$ cat config.mk
export PLATFORM = sky130hd
export DESIGN_NAME = tft_draw_command_stream_core_flat
export DESIGN_NICKNAME = d
export VERILOG_FILES = /design/src/tdcs_pkg.sv /design/src/tdcs_if.sv /design/src/tdcs_fifo.sv /design/src/tdcs_front.sv /design/src/tdcs_engine.sv /design/src/tft_draw_command_stream_core.sv /design/src/flat_wrapper.sv
export SDC_FILE = /design/constraint.sdc
export NUM_CORES = 1
export LEC_CHECK = 0
export BUFFER_PORTS_ARGS = -buffer_cell sky130_fd_sc_hd__clkbuf_2
export CAP_MARGIN = 10
export CORE_MARGIN = 8
export CORE_UTILIZATION = 43
export DETAILED_ROUTE_END_ITERATION = 8
export PLACE_DENSITY = 0.68
export SLEW_MARGIN = 20
export SYNTH_ARGS = -nofsm -noshare
export SYNTH_HDL_FRONTEND = slang
export SYNTH_SLANG_ARGS = --single-unit
export TNS_END_PERCENT = 30
$ cat constraint.sdc
create_clock -name clk -period 10.3 [get_ports clk]
set_input_delay 1.545 -clock clk [delete_from_list [all_inputs] [get_ports clk]]
set_output_delay 1.545 -clock clk [all_outputs]
set_load 0.03 [all_outputs]
$ cat src/tdcs_pkg.sv
// Shared types and constants for the TFT draw command stream generator.
`timescale 1ns / 1ps
`default_nettype none

package tdcs_pkg;

	// Default panel geometry and command queue depth
	localparam int unsigned PANEL_WIDTH_DEF  = 128;
	localparam int unsigned PANEL_HEIGHT_DEF = 160;
	localparam int unsigned CMD_DEPTH_DEF    = 2;

	// Pixel counter covers a 256 x 256 panel
	localparam int unsigned COUNT_W = 17;

	// Operation codes on the draw channel
	localparam logic [2:0] OP_TICK        = 3'd0;
	localparam logic [2:0] OP_FILL_SCREEN = 3'd1;
	localparam logic [2:0] OP_RECT        = 3'd2;
	localparam logic [2:0] OP_IMAGE_START = 3'd3;
	localparam logic [2:0] OP_IMAGE_PIXEL = 3'd4;
	localparam logic [2:0] OP_GLYPH       = 3'd5;

	// Command kinds after classification
	localparam logic [2:0] K_TICK  = 3'd0;
	localparam logic [2:0] K_FILL  = 3'd1;
	localparam logic [2:0] K_IMAGE = 3'd2;
	localparam logic [2:0] K_PIXEL = 3'd3;
	localparam logic [2:0] K_GLYPH = 3'd4;

	// Panel controller commands
	localparam logic [7:0] CMD_CASET = 8'h2A;
	localparam logic [7:0] CMD_RASET = 8'h2B;
	localparam logic [7:0] CMD_RAMWR = 8'h2C;

	typedef struct packed {
		logic [2:0]         kind;
		logic [7:0]         xs;
		logic [7:0]         xe;
		logic [7:0]         ys;
		logic [7:0]         ye;
		logic [COUNT_W-1:0] count;
		logic [15:0]        color;
		logic [34:0]        glyph;
	} cmd_t;

	typedef struct packed {
		logic [7:0] tx_byte;
		logic       is_data;
		logic       end_of_draw;
	} txb_t;

endpackage

`default_nettype wire

$ cat src/tdcs_if.sv
// Stream interfaces for the draw request and transmit byte channels.
`timescale 1ns / 1ps
`default_nettype none

interface tdcs_draw_if;
	logic        valid;
	logic        ready;
	logic [2:0]  operation;
	logic [6:0]  x_start;
	logic [6:0]  x_end;
	logic [7:0]  y_start;
	logic [7:0]  y_end;
	logic [15:0] color;
	logic [34:0] glyph_bits;

	modport source (
		output valid, operation, x_start, x_end, y_start, y_end, color, glyph_bits,
		input  ready
	);
	modport sink (
		input  valid, operation, x_start, x_end, y_start, y_end, color, glyph_bits,
		output ready
	);
endinterface

interface tdcs_tx_if;
	logic       valid;
	logic       ready;
	logic [7:0] tx_byte;
	logic       is_data;
	logic       end_of_draw;

	modport source (output valid, tx_byte, is_data, end_of_draw, input ready);
	modport sink (input valid, tx_byte, is_data, end_of_draw, output ready);
endinterface

`default_nettype wire

$ cat src/tdcs_fifo.sv
// Small register FIFO with valid/ready on both sides.
`timescale 1ns / 1ps
`default_nettype none

module tdcs_fifo #(
	parameter int unsigned Width = 8,
	parameter int unsigned Depth = 2
) (
	input  wire logic             clk,
	input  wire logic             arst_n,
	input  wire logic             in_valid,
	output      logic             in_ready,
	input  wire logic [Width-1:0] in_data,
	output      logic             out_valid,
	input  wire logic             out_ready,
	output      logic [Width-1:0] out_data
);

	localparam int unsigned PtrW = (Depth > 1) ? $clog2(Depth) : 1;
	localparam int unsigned CntW = $clog2(Depth + 1);

	logic [Width-1:0] mem_q [Depth];
	logic [PtrW-1:0]  wr_q, rd_q;
	logic [CntW-1:0]  cnt_q;
	logic             push, pop;

	assign in_ready  = (cnt_q != CntW'(Depth));
	assign out_valid = (cnt_q != '0);
	assign out_data  = mem_q[rd_q];
	assign push      = in_valid && in_ready;
	assign pop       = out_valid && out_ready;

	always_ff @(posedge clk or negedge arst_n) begin
		if (!arst_n) begin
			wr_q  <= '0;
			rd_q  <= '0;
			cnt_q <= '0;
		end else begin
			if (push) begin
				wr_q <= (wr_q == PtrW'(Depth - 1)) ? '0 : wr_q + 1'b1;
			end
			if (pop) begin
				rd_q <= (rd_q == PtrW'(Depth - 1)) ? '0 : rd_q + 1'b1;
			end
			cnt_q <= cnt_q + CntW'(push) - CntW'(pop);
		end
	end

	always_ff @(posedge clk) begin
		if (push) begin
			mem_q[wr_q] <= in_data;
		end
	end

	a_cnt_bound: assert property (@(posedge clk) disable iff (!arst_n)
		cnt_q <= CntW'(Depth))
		else $error("fifo count past depth");

endmodule

`default_nettype wire

$ cat src/tdcs_front.sv
// Front end: accepts draw items, classifies them and computes window and pixel count.
`timescale 1ns / 1ps
`default_nettype none

module tdcs_front #(
	parameter int unsigned PANEL_WIDTH  = tdcs_pkg::PANEL_WIDTH_DEF,
	parameter int unsigned PANEL_HEIGHT = tdcs_pkg::PANEL_HEIGHT_DEF
) (
	input  wire logic      clk,
	input  wire logic      arst_n,
	tdcs_draw_if.sink      draw,
	output logic           cmd_valid,
	input  wire logic      cmd_ready,
	output tdcs_pkg::cmd_t cmd
);

	localparam int unsigned CW      = tdcs_pkg::COUNT_W;
	localparam int unsigned FullPix = PANEL_WIDTH * PANEL_HEIGHT;
	localparam logic [CW-1:0] FullCount = CW'(FullPix);
	localparam logic [7:0] LastCol = 8'(PANEL_WIDTH - 1);
	localparam logic [7:0] LastRow = 8'(PANEL_HEIGHT - 1);

	tdcs_pkg::cmd_t cmd_d, cmd_s1;
	logic           v_s1;
	logic           keep;
	logic           adv;
	logic [7:0]     rect_w;
	logic [8:0]     rect_h;
	logic [CW-1:0]  rect_area;
	logic           rect_ok;

	assign adv        = !v_s1 || cmd_ready;
	assign draw.ready = adv;
	assign cmd_valid  = v_s1;
	assign cmd        = cmd_s1;

	assign rect_ok   = (draw.x_end >= draw.x_start) && (draw.y_end >= draw.y_start);
	assign rect_w    = 8'({1'b0, draw.x_end} - {1'b0, draw.x_start}) + 8'd1;
	assign rect_h    = 9'({1'b0, draw.y_end} - {1'b0, draw.y_start}) + 9'd1;
	assign rect_area = CW'(rect_w) * CW'(rect_h);

	always_comb begin
		cmd_d = '0;
		keep  = 1'b1;
		unique case (draw.operation)
			tdcs_pkg::OP_TICK: begin
				cmd_d.kind = tdcs_pkg::K_TICK;
			end
			tdcs_pkg::OP_FILL_SCREEN: begin
				cmd_d.kind  = tdcs_pkg::K_FILL;
				cmd_d.xe    = LastCol;
				cmd_d.ye    = LastRow;
				cmd_d.count = FullCount;
				cmd_d.color = draw.color;
			end
			tdcs_pkg::OP_RECT: begin
				cmd_d.kind  = tdcs_pkg::K_FILL;
				cmd_d.xs    = {1'b0, draw.x_start};
				cmd_d.xe    = {1'b0, draw.x_end};
				cmd_d.ys    = draw.y_start;
				cmd_d.ye    = draw.y_end;
				cmd_d.count = rect_ok ? rect_area : '0;
				cmd_d.color = draw.color;
			end
			tdcs_pkg::OP_IMAGE_START: begin
				cmd_d.kind  = tdcs_pkg::K_IMAGE;
				cmd_d.xe    = LastCol;
				cmd_d.ye    = LastRow;
				cmd_d.count = FullCount;
			end
			tdcs_pkg::OP_IMAGE_PIXEL: begin
				cmd_d.kind  = tdcs_pkg::K_PIXEL;
				cmd_d.color = draw.color;
			end
			tdcs_pkg::OP_GLYPH: begin
				cmd_d.kind  = tdcs_pkg::K_GLYPH;
				cmd_d.xs    = {1'b0, draw.x_start};
				cmd_d.xe    = {1'b0, draw.x_start};
				cmd_d.ys    = draw.y_start;
				cmd_d.ye    = draw.y_start;
				cmd_d.color = draw.color;
				cmd_d.glyph = draw.glyph_bits;
			end
			default: begin
				// unused opcodes are swallowed here
				keep = 1'b0;
			end
		endcase
	end

	always_ff @(posedge clk or negedge arst_n) begin
		if (!arst_n) begin
			v_s1 <= 1'b0;
		end else if (adv) begin
			v_s1 <= draw.valid && keep;
		end
	end

	always_ff @(posedge clk) begin
		if (adv) begin
			cmd_s1 <= cmd_d;
		end
	end

endmodule

`default_nettype wire

$ cat src/tdcs_engine.sv
// Back end: draw sequencer producing window, RAM write and color bytes into a byte queue.
`timescale 1ns / 1ps
`default_nettype none

module tdcs_engine (
	input  wire logic           clk,
	input  wire logic           arst_n,
	input  wire logic           cmd_valid,
	output logic                cmd_ready,
	input  wire tdcs_pkg::cmd_t cmd,
	tdcs_tx_if.source           tx
);

	localparam int unsigned CW = tdcs_pkg::COUNT_W;

	localparam logic [1:0] MODE_IDLE  = 2'd0;
	localparam logic [1:0] MODE_FILL  = 2'd1;
	localparam logic [1:0] MODE_IMAGE = 2'd2;
	localparam logic [1:0] MODE_GLYPH = 2'd3;

	// header byte positions
	localparam logic [3:0] HDR_CASET = 4'd0;
	localparam logic [3:0] HDR_XS    = 4'd2;
	localparam logic [3:0] HDR_XE    = 4'd4;
	localparam logic [3:0] HDR_RASET = 4'd5;
	localparam logic [3:0] HDR_YS    = 4'd7;
	localparam logic [3:0] HDR_YE    = 4'd9;
	localparam logic [3:0] HDR_RAMWR = 4'd10;
	localparam logic [3:0] HDR_LEN   = 4'd11;

	localparam logic [2:0] GLYPH_LAST_COL = 3'd4;
	localparam logic [2:0] GLYPH_LAST_ROW = 3'd6;

	localparam int unsigned QDepth = 4;

	logic [1:0]    mode_q, mode_d;
	logic [3:0]    hdr_q, hdr_d;
	logic [CW-1:0] left_q, left_d, left_dec;
	logic          lowb_q, lowb_d;
	logic [7:0]    xs_q, xe_q, ys_q, ye_q;
	logic [7:0]    xs_d, xe_d, ys_d, ye_d;
	logic [15:0]   color_q, color_d;
	logic [34:0]   glyph_q, glyph_d;
	logic [2:0]    gcol_q, gcol_d, grow_q, grow_d;

	logic          fire;
	logic [1:0]    n_emit;
	tdcs_pkg::txb_t e0, e1;

	logic [7:0]    hx, hxe, hy, hye, hbyte;
	logic [5:0]    gbit;
	logic [15:0]   pcolor;

	// byte queue
	tdcs_pkg::txb_t q_q [QDepth];
	logic [1:0]    wr_q, rd_q;
	logic [2:0]    cnt_q;
	logic          pop;

	assign cmd_ready = (cnt_q <= 3'd2);
	assign fire      = cmd_valid && cmd_ready;

	assign tx.valid       = (cnt_q != 3'd0);
	assign tx.tx_byte     = q_q[rd_q].tx_byte;
	assign tx.is_data     = q_q[rd_q].is_data;
	assign tx.end_of_draw = q_q[rd_q].end_of_draw;
	assign pop            = tx.valid && tx.ready;

	// glyph pixel gets a one-pixel window offset from its origin
	assign hx  = (mode_q == MODE_GLYPH) ? xs_q + 8'(gcol_q) : xs_q;
	assign hy  = (mode_q == MODE_GLYPH) ? ys_q + 8'(grow_q) : ys_q;
	assign hxe = (mode_q == MODE_GLYPH) ? hx : xe_q;
	assign hye = (mode_q == MODE_GLYPH) ? hy : ye_q;

	assign gbit   = 6'(gcol_q) * 6'd7 + 6'(grow_q);
	assign pcolor = (mode_q == MODE_GLYPH && !glyph_q[gbit]) ? 16'h0000 : color_q;

	assign left_dec = (left_q != '0) ? left_q - 1'b1 : left_q;

	always_comb begin
		unique case (hdr_q)
			HDR_CASET: hbyte = tdcs_pkg::CMD_CASET;
			HDR_XS:    hbyte = hx;
			HDR_XE:    hbyte = hxe;
			HDR_RASET: hbyte = tdcs_pkg::CMD_RASET;
			HDR_YS:    hbyte = hy;
			HDR_YE:    hbyte = hye;
			HDR_RAMWR: hbyte = tdcs_pkg::CMD_RAMWR;
			default:   hbyte = 8'h00;
		endcase
	end

	always_comb begin
		mode_d  = mode_q;
		hdr_d   = hdr_q;
		left_d  = left_q;
		lowb_d  = lowb_q;
		xs_d    = xs_q;
		xe_d    = xe_q;
		ys_d    = ys_q;
		ye_d    = ye_q;
		color_d = color_q;
		glyph_d = glyph_q;
		gcol_d  = gcol_q;
		grow_d  = grow_q;
		n_emit  = 2'd0;
		e0      = '0;
		e1      = '0;
		if (fire) begin
			unique case (cmd.kind)
				tdcs_pkg::K_FILL, tdcs_pkg::K_IMAGE, tdcs_pkg::K_GLYPH: begin
					// a start while busy is dropped
					if (mode_q == MODE_IDLE) begin
						mode_d  = (cmd.kind == tdcs_pkg::K_FILL)  ? MODE_FILL :
						          (cmd.kind == tdcs_pkg::K_IMAGE) ? MODE_IMAGE : MODE_GLYPH;
						hdr_d   = HDR_CASET;
						left_d  = cmd.count;
						lowb_d  = 1'b0;
						xs_d    = cmd.xs;
						xe_d    = cmd.xe;
						ys_d    = cmd.ys;
						ye_d    = cmd.ye;
						color_d = cmd.color;
						gcol_d  = 3'd0;
						grow_d  = 3'd0;
						if (cmd.kind == tdcs_pkg::K_GLYPH) begin
							glyph_d = cmd.glyph;
						end
					end
				end
				tdcs_pkg::K_PIXEL: begin
					if (mode_q == MODE_IMAGE && hdr_q == HDR_LEN) begin
						left_d         = left_dec;
						n_emit         = 2'd2;
						e0.tx_byte     = cmd.color[15:8];
						e0.is_data     = 1'b1;
						e1.tx_byte     = cmd.color[7:0];
						e1.is_data     = 1'b1;
						e1.end_of_draw = (left_dec == '0);
						if (left_dec == '0) begin
							mode_d = MODE_IDLE;
						end
					end
				end
				tdcs_pkg::K_TICK: begin
					if (mode_q != MODE_IDLE && hdr_q != HDR_LEN) begin
						n_emit     = 2'd1;
						e0.tx_byte = hbyte;
						e0.is_data = !(hdr_q == HDR_CASET || hdr_q == HDR_RASET ||
						               hdr_q == HDR_RAMWR);
						hdr_d      = hdr_q + 4'd1;
						// empty rectangle ends on the RAM write command
						if (hdr_q == HDR_RAMWR && mode_q == MODE_FILL && left_q == '0) begin
							e0.end_of_draw = 1'b1;
							mode_d         = MODE_IDLE;
						end
					end else if (mode_q == MODE_FILL || mode_q == MODE_GLYPH) begin
						n_emit     = 2'd1;
						e0.is_data = 1'b1;
						if (!lowb_q) begin
							e0.tx_byte = pcolor[15:8];
							lowb_d     = 1'b1;
						end else begin
							e0.tx_byte = pcolor[7:0];
							lowb_d     = 1'b0;
							if (mode_q == MODE_FILL) begin
								left_d = left_dec;
								if (left_dec == '0) begin
									e0.end_of_draw = 1'b1;
									mode_d         = MODE_IDLE;
								end
							end else if (gcol_q == GLYPH_LAST_COL && grow_q == GLYPH_LAST_ROW) begin
								e0.end_of_draw = 1'b1;
								mode_d         = MODE_IDLE;
							end else begin
								// next glyph pixel: column by column, top row first
								hdr_d = HDR_CASET;
								if (grow_q == GLYPH_LAST_ROW) begin
									grow_d = 3'd0;
									gcol_d = gcol_q + 3'd1;
								end else begin
									grow_d = grow_q + 3'd1;
								end
							end
						end
					end
				end
				default: begin
				end
			endcase
		end
	end

	always_ff @(posedge clk or negedge arst_n) begin
		if (!arst_n) begin
			mode_q  <= MODE_IDLE;
			hdr_q   <= HDR_CASET;
			left_q  <= '0;
			lowb_q  <= 1'b0;
			xs_q    <= '0;
			xe_q    <= '0;
			ys_q    <= '0;
			ye_q    <= '0;
			color_q <= '0;
			glyph_q <= '0;
			gcol_q  <= '0;
			grow_q  <= '0;
			wr_q    <= '0;
			rd_q    <= '0;
			cnt_q   <= '0;
		end else begin
			mode_q  <= mode_d;
			hdr_q   <= hdr_d;
			left_q  <= left_d;
			lowb_q  <= lowb_d;
			xs_q    <= xs_d;
			xe_q    <= xe_d;
			ys_q    <= ys_d;
			ye_q    <= ye_d;
			color_q <= color_d;
			glyph_q <= glyph_d;
			gcol_q  <= gcol_d;
			grow_q  <= grow_d;
			wr_q    <= wr_q + n_emit;
			rd_q    <= rd_q + 2'(pop);
			cnt_q   <= cnt_q + 3'(n_emit) - 3'(pop);
		end
	end

	always_ff @(posedge clk) begin
		if (n_emit != 2'd0) begin
			q_q[wr_q] <= e0;
		end
		if (n_emit == 2'd2) begin
			q_q[wr_q + 2'd1] <= e1;
		end
	end

	a_queue_bound: assert property (@(posedge clk) disable iff (!arst_n)
		cnt_q <= 3'(QDepth))
		else $error("byte queue overflow");

	a_hdr_range: assert property (@(posedge clk) disable iff (!arst_n)
		hdr_q <= HDR_LEN)
		else $error("header index out of range");

	a_glyph_pos: assert property (@(posedge clk) disable iff (!arst_n)
		grow_q <= GLYPH_LAST_ROW && gcol_q <= GLYPH_LAST_COL)
		else $error("glyph position out of range");

	a_eod_cmd: assert property (@(posedge clk) disable iff (!arst_n)
		tx.valid && tx.end_of_draw && !tx.is_data |-> tx.tx_byte == tdcs_pkg::CMD_RAMWR)
		else $error("end of draw on a command other than RAM write");

endmodule

`default_nettype wire

$ cat src/tft_draw_command_stream_core.sv
// Top level of the TFT draw command stream generator.
//
//  channel | dir | handshake    | payload
//  draw    | in  | valid/ready  | operation, x_start, x_end, y_start, y_end, color, glyph_bits
//  tx      | out | valid/ready  | tx_byte, is_data, end_of_draw
//
// One draw item is taken per cycle while draw.ready is high; a tick's header or color byte
// passes the front register, the command queue and the byte queue before it reaches tx.
// Image pixel items make two bytes each for the single-byte tx port.
// The classified command queue lets draw keep flowing while tx stalls.
// arst_n clears all control state; the block comes up idle.
`timescale 1ns / 1ps
`default_nettype none

module tft_draw_command_stream_core #(
	parameter int unsigned PANEL_WIDTH  = tdcs_pkg::PANEL_WIDTH_DEF,
	parameter int unsigned PANEL_HEIGHT = tdcs_pkg::PANEL_HEIGHT_DEF,
	parameter int unsigned CMD_DEPTH    = tdcs_pkg::CMD_DEPTH_DEF
) (
	input  wire logic clk,
	input  wire logic arst_n,
	tdcs_draw_if.sink draw,
	tdcs_tx_if.source tx
);

	localparam int unsigned CmdW = $bits(tdcs_pkg::cmd_t);

	logic           f_valid, f_ready;
	tdcs_pkg::cmd_t f_cmd;
	logic           b_valid, b_ready;
	logic [CmdW-1:0] b_bits;
	tdcs_pkg::cmd_t b_cmd;

	assign b_cmd = tdcs_pkg::cmd_t'(b_bits);

	tdcs_front #(
		.PANEL_WIDTH (PANEL_WIDTH),
		.PANEL_HEIGHT(PANEL_HEIGHT)
	) u_front (
		.clk      (clk),
		.arst_n   (arst_n),
		.draw     (draw),
		.cmd_valid(f_valid),
		.cmd_ready(f_ready),
		.cmd      (f_cmd)
	);

	tdcs_fifo #(
		.Width(CmdW),
		.Depth(CMD_DEPTH)
	) u_cmd_q (
		.clk      (clk),
		.arst_n   (arst_n),
		.in_valid (f_valid),
		.in_ready (f_ready),
		.in_data  (CmdW'(f_cmd)),
		.out_valid(b_valid),
		.out_ready(b_ready),
		.out_data (b_bits)
	);

	tdcs_engine u_engine (
		.clk      (clk),
		.arst_n   (arst_n),
		.cmd_valid(b_valid),
		.cmd_ready(b_ready),
		.cmd      (b_cmd),
		.tx       (tx)
	);

endmodule

`default_nettype wire
$ cat src/flat_wrapper.sv
// flat-port wrapper written by rule: the top's interface ports become plain ports
module tft_draw_command_stream_core_flat 
#(
	parameter int unsigned PANEL_WIDTH  = tdcs_pkg::PANEL_WIDTH_DEF,
	parameter int unsigned PANEL_HEIGHT = tdcs_pkg::PANEL_HEIGHT_DEF,
	parameter int unsigned CMD_DEPTH    = tdcs_pkg::CMD_DEPTH_DEF
)
  (clk, arst_n, draw_valid, draw_operation, draw_x_start, draw_x_end, draw_y_start, draw_y_end, draw_color, draw_glyph_bits, draw_ready, tx_valid, tx_tx_byte, tx_is_data, tx_end_of_draw, tx_ready);
  tdcs_draw_if draw_i ();
  tdcs_tx_if tx_i ();
  input  wire logic clk;
  input  wire logic arst_n;
  input wire logic [$bits(draw_i.valid)-1:0] draw_valid;
  input wire logic [$bits(draw_i.operation)-1:0] draw_operation;
  input wire logic [$bits(draw_i.x_start)-1:0] draw_x_start;
  input wire logic [$bits(draw_i.x_end)-1:0] draw_x_end;
  input wire logic [$bits(draw_i.y_start)-1:0] draw_y_start;
  input wire logic [$bits(draw_i.y_end)-1:0] draw_y_end;
  input wire logic [$bits(draw_i.color)-1:0] draw_color;
  input wire logic [$bits(draw_i.glyph_bits)-1:0] draw_glyph_bits;
  output wire logic [$bits(draw_i.ready)-1:0] draw_ready;
  output wire logic [$bits(tx_i.valid)-1:0] tx_valid;
  output wire logic [$bits(tx_i.tx_byte)-1:0] tx_tx_byte;
  output wire logic [$bits(tx_i.is_data)-1:0] tx_is_data;
  output wire logic [$bits(tx_i.end_of_draw)-1:0] tx_end_of_draw;
  input wire logic [$bits(tx_i.ready)-1:0] tx_ready;
  assign draw_i.valid = draw_valid;
  assign draw_i.operation = draw_operation;
  assign draw_i.x_start = draw_x_start;
  assign draw_i.x_end = draw_x_end;
  assign draw_i.y_start = draw_y_start;
  assign draw_i.y_end = draw_y_end;
  assign draw_i.color = draw_color;
  assign draw_i.glyph_bits = draw_glyph_bits;
  assign draw_ready = draw_i.ready;
  assign tx_valid = tx_i.valid;
  assign tx_tx_byte = tx_i.tx_byte;
  assign tx_is_data = tx_i.is_data;
  assign tx_end_of_draw = tx_i.end_of_draw;
  assign tx_i.ready = tx_ready;
  tft_draw_command_stream_core #(.PANEL_WIDTH(PANEL_WIDTH), .PANEL_HEIGHT(PANEL_HEIGHT), .CMD_DEPTH(CMD_DEPTH)) u_core (.clk(clk), .arst_n(arst_n), .draw(draw_i), .tx(tx_i));
endmodule
==> results of run 1 <==
-- sequential cells by signal (all words and copies together) (netlist names) --
signal / count
u_core.u_engine.glyph_q: 35
u_core.u_engine.xe_q: 7
u_core.u_engine.color_q: 16
u_core.u_cmd_q.wr_q: 1
u_core.u_engine.q_q: 40
u_core.u_engine.left_q: 17
u_core.u_front.cmd: 101
u_core.u_cmd_q.mem_q: 202
u_core.u_engine.ys_q: 8
u_core.u_engine.lowb_q: 1
u_core.u_engine.xs_q: 7
u_core.u_cmd_q.rd_q: 1
u_core.u_engine.ye_q: 8
u_core.u_engine.hdr_q: 4
u_core.u_engine.grow_q: 3
u_core.u_engine.mode_q: 2
u_core.u_engine.gcol_q: 3
u_core.u_front.cmd_valid: 1
u_core.u_engine.wr_q: 2
u_core.u_engine.cnt_q: 3
u_core.u_cmd_q.cnt_q: 2
u_core.u_engine.rd_q: 2
-- power by group --
group          switching [µW]  internal [µW]  leakage [µW]
registers                 359           2670       0.00508
logic                    1930           1340       0.00502
clock network             729            954      0.000757
total                    3020           4970        0.0109
-- worst min-delay path by stage --
stage,startpoint,end,cells past startpoint,slack (ns)
after floorplan,u_core.u_front.cmd[0],u_core.u_cmd_q.mem_q[0][0],0,0.42
after global placement,u_core.u_front.cmd[55],u_core.u_cmd_q.mem_q[0][55],0,0.42
after detailed placement,u_core.u_front.cmd[93],u_core.u_cmd_q.mem_q[1][92],0,0.43
after CTS,u_core.u_front.cmd[77],u_core.u_cmd_q.mem_q[0][77],0,0.43
after global routing,u_core.u_front.cmd[93],u_core.u_cmd_q.mem_q[0][92],0,0.44
final,u_core.u_front.cmd[77],u_core.u_cmd_q.mem_q[0][77],0,0.43
-- metal layers --
metal	GRT usage [%]	up-vias
met2	27.1	316
met4	5.02	0
met1	21.4	7248
li1	-	7026
met3	2.02	63
met5	0	-
-- through the flow --
stage               cell area (µm²)  util [%]  std cells
floorplan                     23600         -       1914
global placement              24800      45.3       2650
detailed placement            24800      45.3       2650
CTS                           26300      48.1       2736
global route                  26300      48.1       2736
finish                        26300      48.1       2736
-- cell families after synthesis --
| kind of cell | after synthesis |
|---|---|
| AND/OR/NAND/NOR | 490 |
| flip-flops | 466 |
| AO/OA/AOI/OAI | 378 |
| buffers and inverters | 220 |
| adder cells (fa/ha/maj) | 154 |
| multiplexers | 144 |
| XOR/XNOR | 62 |
-- worst max-delay path, cell delays in order --
cell and delay [ns]:
clkbuf_2 0.11, inv_1 0.16, ha_1 0.31, xnor2_1 0.15
ha_1 0.21, o21ai_0 0.18, a21oi_1 0.09, nor2_1 0.23
o21bai_1 0.10, a21oi_1 0.26, xor2_1 0.34, nand2_1 0.14
fa_1 0.52, fa_1 0.54, inv_1 0.06, fa_1 0.53
inv_1 0.05, fa_1 0.54, inv_1 0.05, ha_1 0.36
o21a_1 0.20, o21ai_0 0.25, nor3_1 0.09, a211oi_1 0.35
a21oi_1 0.16, a31oi_1 0.22, xnor2_1 0.14, nor2_1 0.05
-- Yosys cell counts, drive strengths merged (5+ instances only) --
cell | n | area share, %
nor2b | 16 | 0.42
nand4 | 7 | 0.19
a21oi | 71 | 1.5
ha | 98 | 5.2
a22oi | 7 | 0.22
o22ai | 11 | 0.29
a31o | 5 | 0.19
mux2i | 102 | 4.3
and3 | 6 | 0.16
nand3b | 5 | 0.16
dfrtp | 123 | 13
clkbuf | 63 | 1.0
xor2 | 30 | 1.1
nand3 | 19 | 0.42
nor4 | 7 | 0.25
nand2 | 168 | 2.7
o21bai | 7 | 0.22
or3 | 10 | 0.27
edfxtp | 343 | 44
buf | 20 | 0.42
nor3 | 24 | 0.55
nor2 | 114 | 1.9
a31oi | 20 | 0.56
xnor2 | 32 | 1.2
a22o | 28 | 1.0
fa | 55 | 4.7
o211ai | 8 | 0.25
nand2b | 12 | 0.32
and2 | 84 | 2.2
o21a | 6 | 0.19
mux4 | 20 | 2.0
mux2 | 22 | 1.1
nor3b | 5 | 0.16
a211oi | 11 | 0.37
o21ai | 158 | 3.4
a21o | 10 | 0.32
inv | 137 | 2.2
-- cell type report --
class	count	area (µm²)	share of cell area [%]
sequential	466	13400	50.9
multi-input combinational	1228	9390	35.7
clock buffer	59	1260	4.79
tap	704	881	3.35
timing repair buffer	115	618	2.35
inverter	137	514	1.95
clock inverter	27	273	1.04
==> metrics.md, run 1 <==
| Metric | Value |
|---|---|
| Outcome | `complete, no violations` |
| Critical path class | `primary input to flip-flop` |
| Reg2reg start | `u_core.u_engine.gcol_q[1]` |
| Post-Synth Adder-Cell Area | `9.92%` |
| Hold Fails Final Rpt | `0` |
| Worst skew pair latency | `0.59 ns` |
| Fill cell total of the finished layout | `4774` |
| Post-synth EDFFs | `343` |
| Total number of H-tree levels | `2` |
| Setup crit start | `draw_x_start[2]` |
| GR Overflow Total | `0` |
| Starting DRC count in detailed routing | `1151` |
| GRT Overall Usage | `16.0%` |
| Share of post-route cells with drive strength above 1 | `12.6%` |
| Slew @ Worst Pin | `1.15 ns` |
| Unrepaired setup endpoints after global routing | `no` |
| Mapped Nets | `2155` |
| Compound-Gate Fraction of Synth Area | `9.89%` |
| Pwr/cell area | `304 nW/µm²` |
| Vias/cell | `5.36` |
| Core ar. | `54700 µm²` |
| Initial Util | `43.1%` |
| Peak supply drop | `0.000388 V` |
| FP Rows | `86` |
| Final nets | `2235` |
| Endpoints failing setup | `0` |
| Worst slack, placed | `2.13 ns` |
| Slew Limit Fails | `0` |
| Hold Crit Class | `flip-flop to flip-flop` |
| First-pass GRT wire length | `81200 µm` |
| Drt pass-1 iters | `5` |
| Register area share after synthesis | `56.8%` |
| Vias in the first global route | `14811` |
| Drt total wl | `50900 µm` |
| CP Capture Point | `u_core.u_front.cmd[67]` |
| Simple-Gate Fraction of Synth Area | `10.1%` |
| Average wire per standard cell | `18.6 µm` |
| Root Buffer | `clkbuf_16` |
| Part of the cycle the worst path needs | `73.8%` |
| LEAKAGE | `0.0109 µW` |
| Xor/xnor cell area share of the yosys netlist | `2.30%` |
| Reg-to-reg critical path endpoint | `u_core.u_engine.q_q[0][8]` |
| Largest family of logic cells by synthesized area | `simple AND/OR/NAND/NOR gates` |
| CTS-repair resized insts | `0` |
| DP HPWL | `36200 µm` |
| Main flop type after synthesis | `edfxtp_1` |
| CTS sink count | `466` |
| Syn Area/Cell | `12.3 µm²` |
| R2R cell count | `11` |
| # IOs | `100` |
| CTS Buf Count | `46` |
| Critical Path RT | `10.63 ns` |
| Die area | `62600 µm²` |
| Clock skew | `0.0253 ns` |
| Worst-path maximum fanout | `5` |
| #FFs+latches synth | `466` |
| # diodes | `0` |
| Most common cell after layout, fill and taps aside | `edfxtp_1` |
| DR WL met2 | `25100 µm` |
| Largest net degree at the start of global routing | `71` |
| Fin Hold WS | `0.432 ns` |
| Final TNS setup | `0 ns` |
| Vias | `14653` |
| Highest clock rate | `131 MHz` |
| Die Ht | `250 µm` |
| Routed length on met3 | `1910 µm` |
| Clock buffer depth | `3` |
| Slew HR | `23.3%` |
| Mux cell area share after synthesis | `7.40%` |
| Synth warn | `0` |
| Async S/R FF share, synth | `26.4%` |
| Post-CTS setup buffers | `0` |
| WP data arrival | `7.94 ns` |
| P&R area growth vs syn | `11.6%` |
| IO Port Bufs | `99` |
| Max layer used | `met4` |
| Unique masters post-synth | `75` |
| Final ANT Viol Nets | `0` |
| Die width | `250 µm` |
| Total Power | `7990 µW` |
| Met1 WL | `22700 µm` |
| Post-Synthesis Cells | `1914` |
| Max Cap Viol | `0` |
| CP Launch Type | `primary input` |
| # hold bufs at CTS | `0` |
| DRC | `0` |
| Cell Area, Synth | `23600 µm²` |
| CTS tree | `done` |
| RePlAce Congestion | `0.925` |
| Worst setup EP type | `flip-flop` |
| Clk slew on worst S/H paths | `0.06 ns` |
| Most frequent cells in the layout | `edfxtp_1, nand2_1, o21ai_0, inv_1, dfrtp_1` |
| R2r setup slk | `5.59 ns` |
| Initial antenna violation count | `0` |
| Slack of the critical path | `2.69 ns` |
| Min Tclk post-route | `7.61 ns` |
No activity file was read; power rests on OpenSTA's default activity.
==> inputs of run 2 (changes only) <==
Settings changed: ABC_AREA set to 1.
Clock period 10.3 ns to 7.3 ns, I/O delays scaled along.
==> metrics.md, run 2 <==
| Metric | Value |
|---|---|
| Critical Path Max Stage Delay | `0.55 ns` |
| Synth warn | `0` |
| CTS-repair resized insts | `0` |
| Endpoints failing setup | `0` |
| Root Buffer | `clkbuf_16` |
| IO Port Bufs | `99` |
| Drt total wl | `54700 µm` |
| Logic gate share of total power | `44.1%` |
| Slew @ Worst Pin | `0.948 ns` |
| Main flop type after synthesis | `edfxtp_1` |
| Final instance area | `26500 µm²` |
| RePlAce Congestion | `0.965` |
| Peak supply drop | `0.000405 V` |
| P&R area growth vs syn | `11.9%` |
| CTS Buf Count | `47` |
| Total number of H-tree levels | `2` |
| Hold path cells | `0` |
| Vias | `16635` |
| Syn Area/Cell | `9.86 µm²` |
| CTS sink count | `466` |
| Synth area leaders | `edfxtp_1, dfrtp_1, nand2_1, nor2_1, ha_1` |
| # IOs | `100` |
| Die area | `62900 µm²` |
| Final TNS setup | `0 ns` |
| Share of post-route cells with drive strength above 1 | `9.42%` |
| Post-Synthesis Cells | `2405` |
| WP data arrival | `7.04 ns` |
| Highest clock rate | `149 MHz` |
| Max FFs per register | `202` |
| Hold Fails Final Rpt | `0` |
| Worst skew pair latency | `0.58 ns` |
| Cell Area, Synth | `23700 µm²` |
| Synth area leader | `edfxtp_1` |
| Outcome | `complete, no violations` |
| Initial antenna violation count | `1` |
| Clock network power share | `19.7%` |
| Max Cap Viol | `0` |
| CTS tree | `done` |
| Most flop-heavy register | `u_core.u_cmd_q.mem_q` |
| Net Sw Power | `5090 µW` |
| Slowest cell on the critical path | `fa_1` |
| Cell family with the largest share of critical-path delay | `adder cells` |
| Starting DRC count in detailed routing | `1132` |
| Clock skew | `0.0116 ns` |
| Critical Path RT | `7.64 ns` |
| Largest net degree at the start of global routing | `75` |
| Crit path buffers/inverters | `10` |
| Seq pwr share | `36.2%` |
| CP Launch Type | `primary input` |
| Average wire per standard cell | `16.9 µm` |
| Clock buffer depth | `3` |
| Drt pass-1 iters | `6` |
| Most frequent cells in the layout | `nand2_1, edfxtp_1, nor2_1, inv_1, dfrtp_1` |
| Clk slew on worst S/H paths | `0.06 ns` |
| Post-synth EDFFs | `343` |
| GRT Overall Usage | `17.2%` |
| Register area share after synthesis | `56.4%` |
| Core ar. | `54800 µm²` |
| #FFs+latches synth | `466` |
| Unique masters post-synth | `50` |
| LEAKAGE | `0.0119 µW` |
| Critical path class | `primary input to flip-flop` |
| Most numerous cell in the Yosys netlist | `nand2_1` |
| Fill cell total of the finished layout | `4881` |
| Sw Ratio | `42.1%` |
| Worst-path maximum fanout | `5` |
| Hold Crit Class | `flip-flop to flip-flop` |
| Post-CTS setup buffers | `0` |
| Most common cell after layout, fill and taps aside | `nand2_1` |
| FP Rows | `86` |
| Crit path depth | `35` |
| Vias in the first global route | `16744` |
| Part of the cycle the worst path needs | `91.8%` |
| Async S/R FF share, synth | `26.4%` |
| Post-synth top cells | `nand2_1, edfxtp_1, nor2_1, inv_1, dfrtp_1` |
| R2R cell count | `14` |
| Final ANT Viol Nets | `0` |
| Total Power | `12100 µW` |
| Slew HR | `36.2%` |
| Post-synth top area share | `43.4%` |
| Inst Count DP | `3152` |
| DP HPWL | `38600 µm` |
| Min Tclk post-route | `6.70 ns` |
| DRC | `0` |
| Slew Limit Fails | `0` |
| Int Power | `6980 µW` |
| Initial Util | `43.3%` |
| Die Ht | `251 µm` |
| Unrepaired setup endpoints after global routing | `no` |
| Final nets | `2739` |
| # hold bufs at CTS | `0` |
| First-pass GRT wire length | `88300 µm` |
| Die width | `251 µm` |
| Mapped Nets | `2646` |
| Most used cell, CP | `inv_1` |
| Post-DP Area | `25000 µm²` |
| GR Overflow Total | `0` |
| Pwr/cell area | `455 nW/µm²` |
| Non-Filler Instances | `3242` |
| Worst setup EP type | `flip-flop` |
| Vias/cell | `5.13` |
[run 2: changes by cell type after synthesis, sizes merged, moves of 20 or more]
cell,delta
and2,-84
nor2,+228
xnor2,-23
nand2,+345
a22o,-28
a31oi,+28
o31ai,+26
nand3,+95
o21ai,-43
mux2i,-96
inv,+198
mux4,-20
mux2,-22
[run 2: stage by stage]
stage / worst slack, ns / util (%) / hold WS, ns
finish: 0.599 / 48.4 / 0.441
global route: 0.0454 / 48.4 / 0.448
CTS: 0.654 / 48.4 / 0.444
detailed placement: 0.0402 / 45.6 / 0.430
global placement: 0.224 / 45.6 / 0.423
floorplan: 0.736 / - / 0.421
[run 2: layer usage]
layer | part of all wire, % | up-vias | GRT usage (%)
met1 | 45 | 7960 | 22.7
met3 | 5.6 | 87 | 3.15
met5 | 0 | - | 0
met4 | 2.3 | 0 | 5.09
met2 | 47 | 441 | 28.7
li1 | - | 8147 | -
[run 2: area by class of cell]
cell class | instances | area (µm²) | share of cell area (%)
sequential | 466 | 13400 | 50.4
multi-input combinational | 1524 | 8780 | 33.1
clock buffer | 66 | 1290 | 4.85
inverter | 338 | 1270 | 4.78
tap | 704 | 881 | 3.32
timing repair buffer | 121 | 696 | 2.62
clock inverter | 22 | 233 | 0.877
antenna | 1 | 2.50 | 0.00943
[run 2: cell families (layout without fill, tap and decap cells)]
family / Yosys count / count (layout) / share of synthesized area, %
other cells: 0 / 1 / 0
simple gates: 1012 / 1012 / 17.5
mux: 6 / 6 / 0.253
compound gates: 317 / 317 / 7.97
buf+inv: 415 / 547 / 6.73
xor+xnor: 36 / 36 / 1.33
flops: 466 / 466 / 56.4
fa+ha+maj: 153 / 153 / 9.81
[run 2: worst register-to-register path: cells and delay by family (launching register included)]
family | cells | cell delay (ns)
simple gates | 8 | 1.86
buf+inv | 5 | 1.61
flops | 1 | 0.93
compound gates | 1 | 0.19
[run 2: power groups by stage]
| stage | Combinational [µW] | Clock, µW | Sequential [µW] |
|---|---|---|---|
| after detailed placement | 5270 | 0 | 4420 |
| after CTS | 5310 | 2430 | 4370 |
| final | 5320 | 2380 | 4370 |
| after floorplan | 3980 | 0 | 4250 |
| after global placement | 5110 | 0 | 4380 |
| after global routing | 6110 | 2520 | 4460 |
[run 2: worst paths after layout]
kind,start,end,slack [ns]
setup / recovery,draw_y_start[2],u_core.u_front.cmd[66],0.60
hold / removal,u_core.u_front.cmd[61],u_core.u_cmd_q.mem_q[0][61],0.44
setup reg to reg,u_core.u_cmd_q.rd_q,u_core.u_engine.glyph_q[19],2.61
hold reg to reg,u_core.u_front.cmd[61],u_core.u_cmd_q.mem_q[0][61],0.44
max in group asynchronous,arst_n,u_core.u_engine.left_q[13],5.22
min in group asynchronous,arst_n,u_core.u_engine.glyph_q[29],0.61
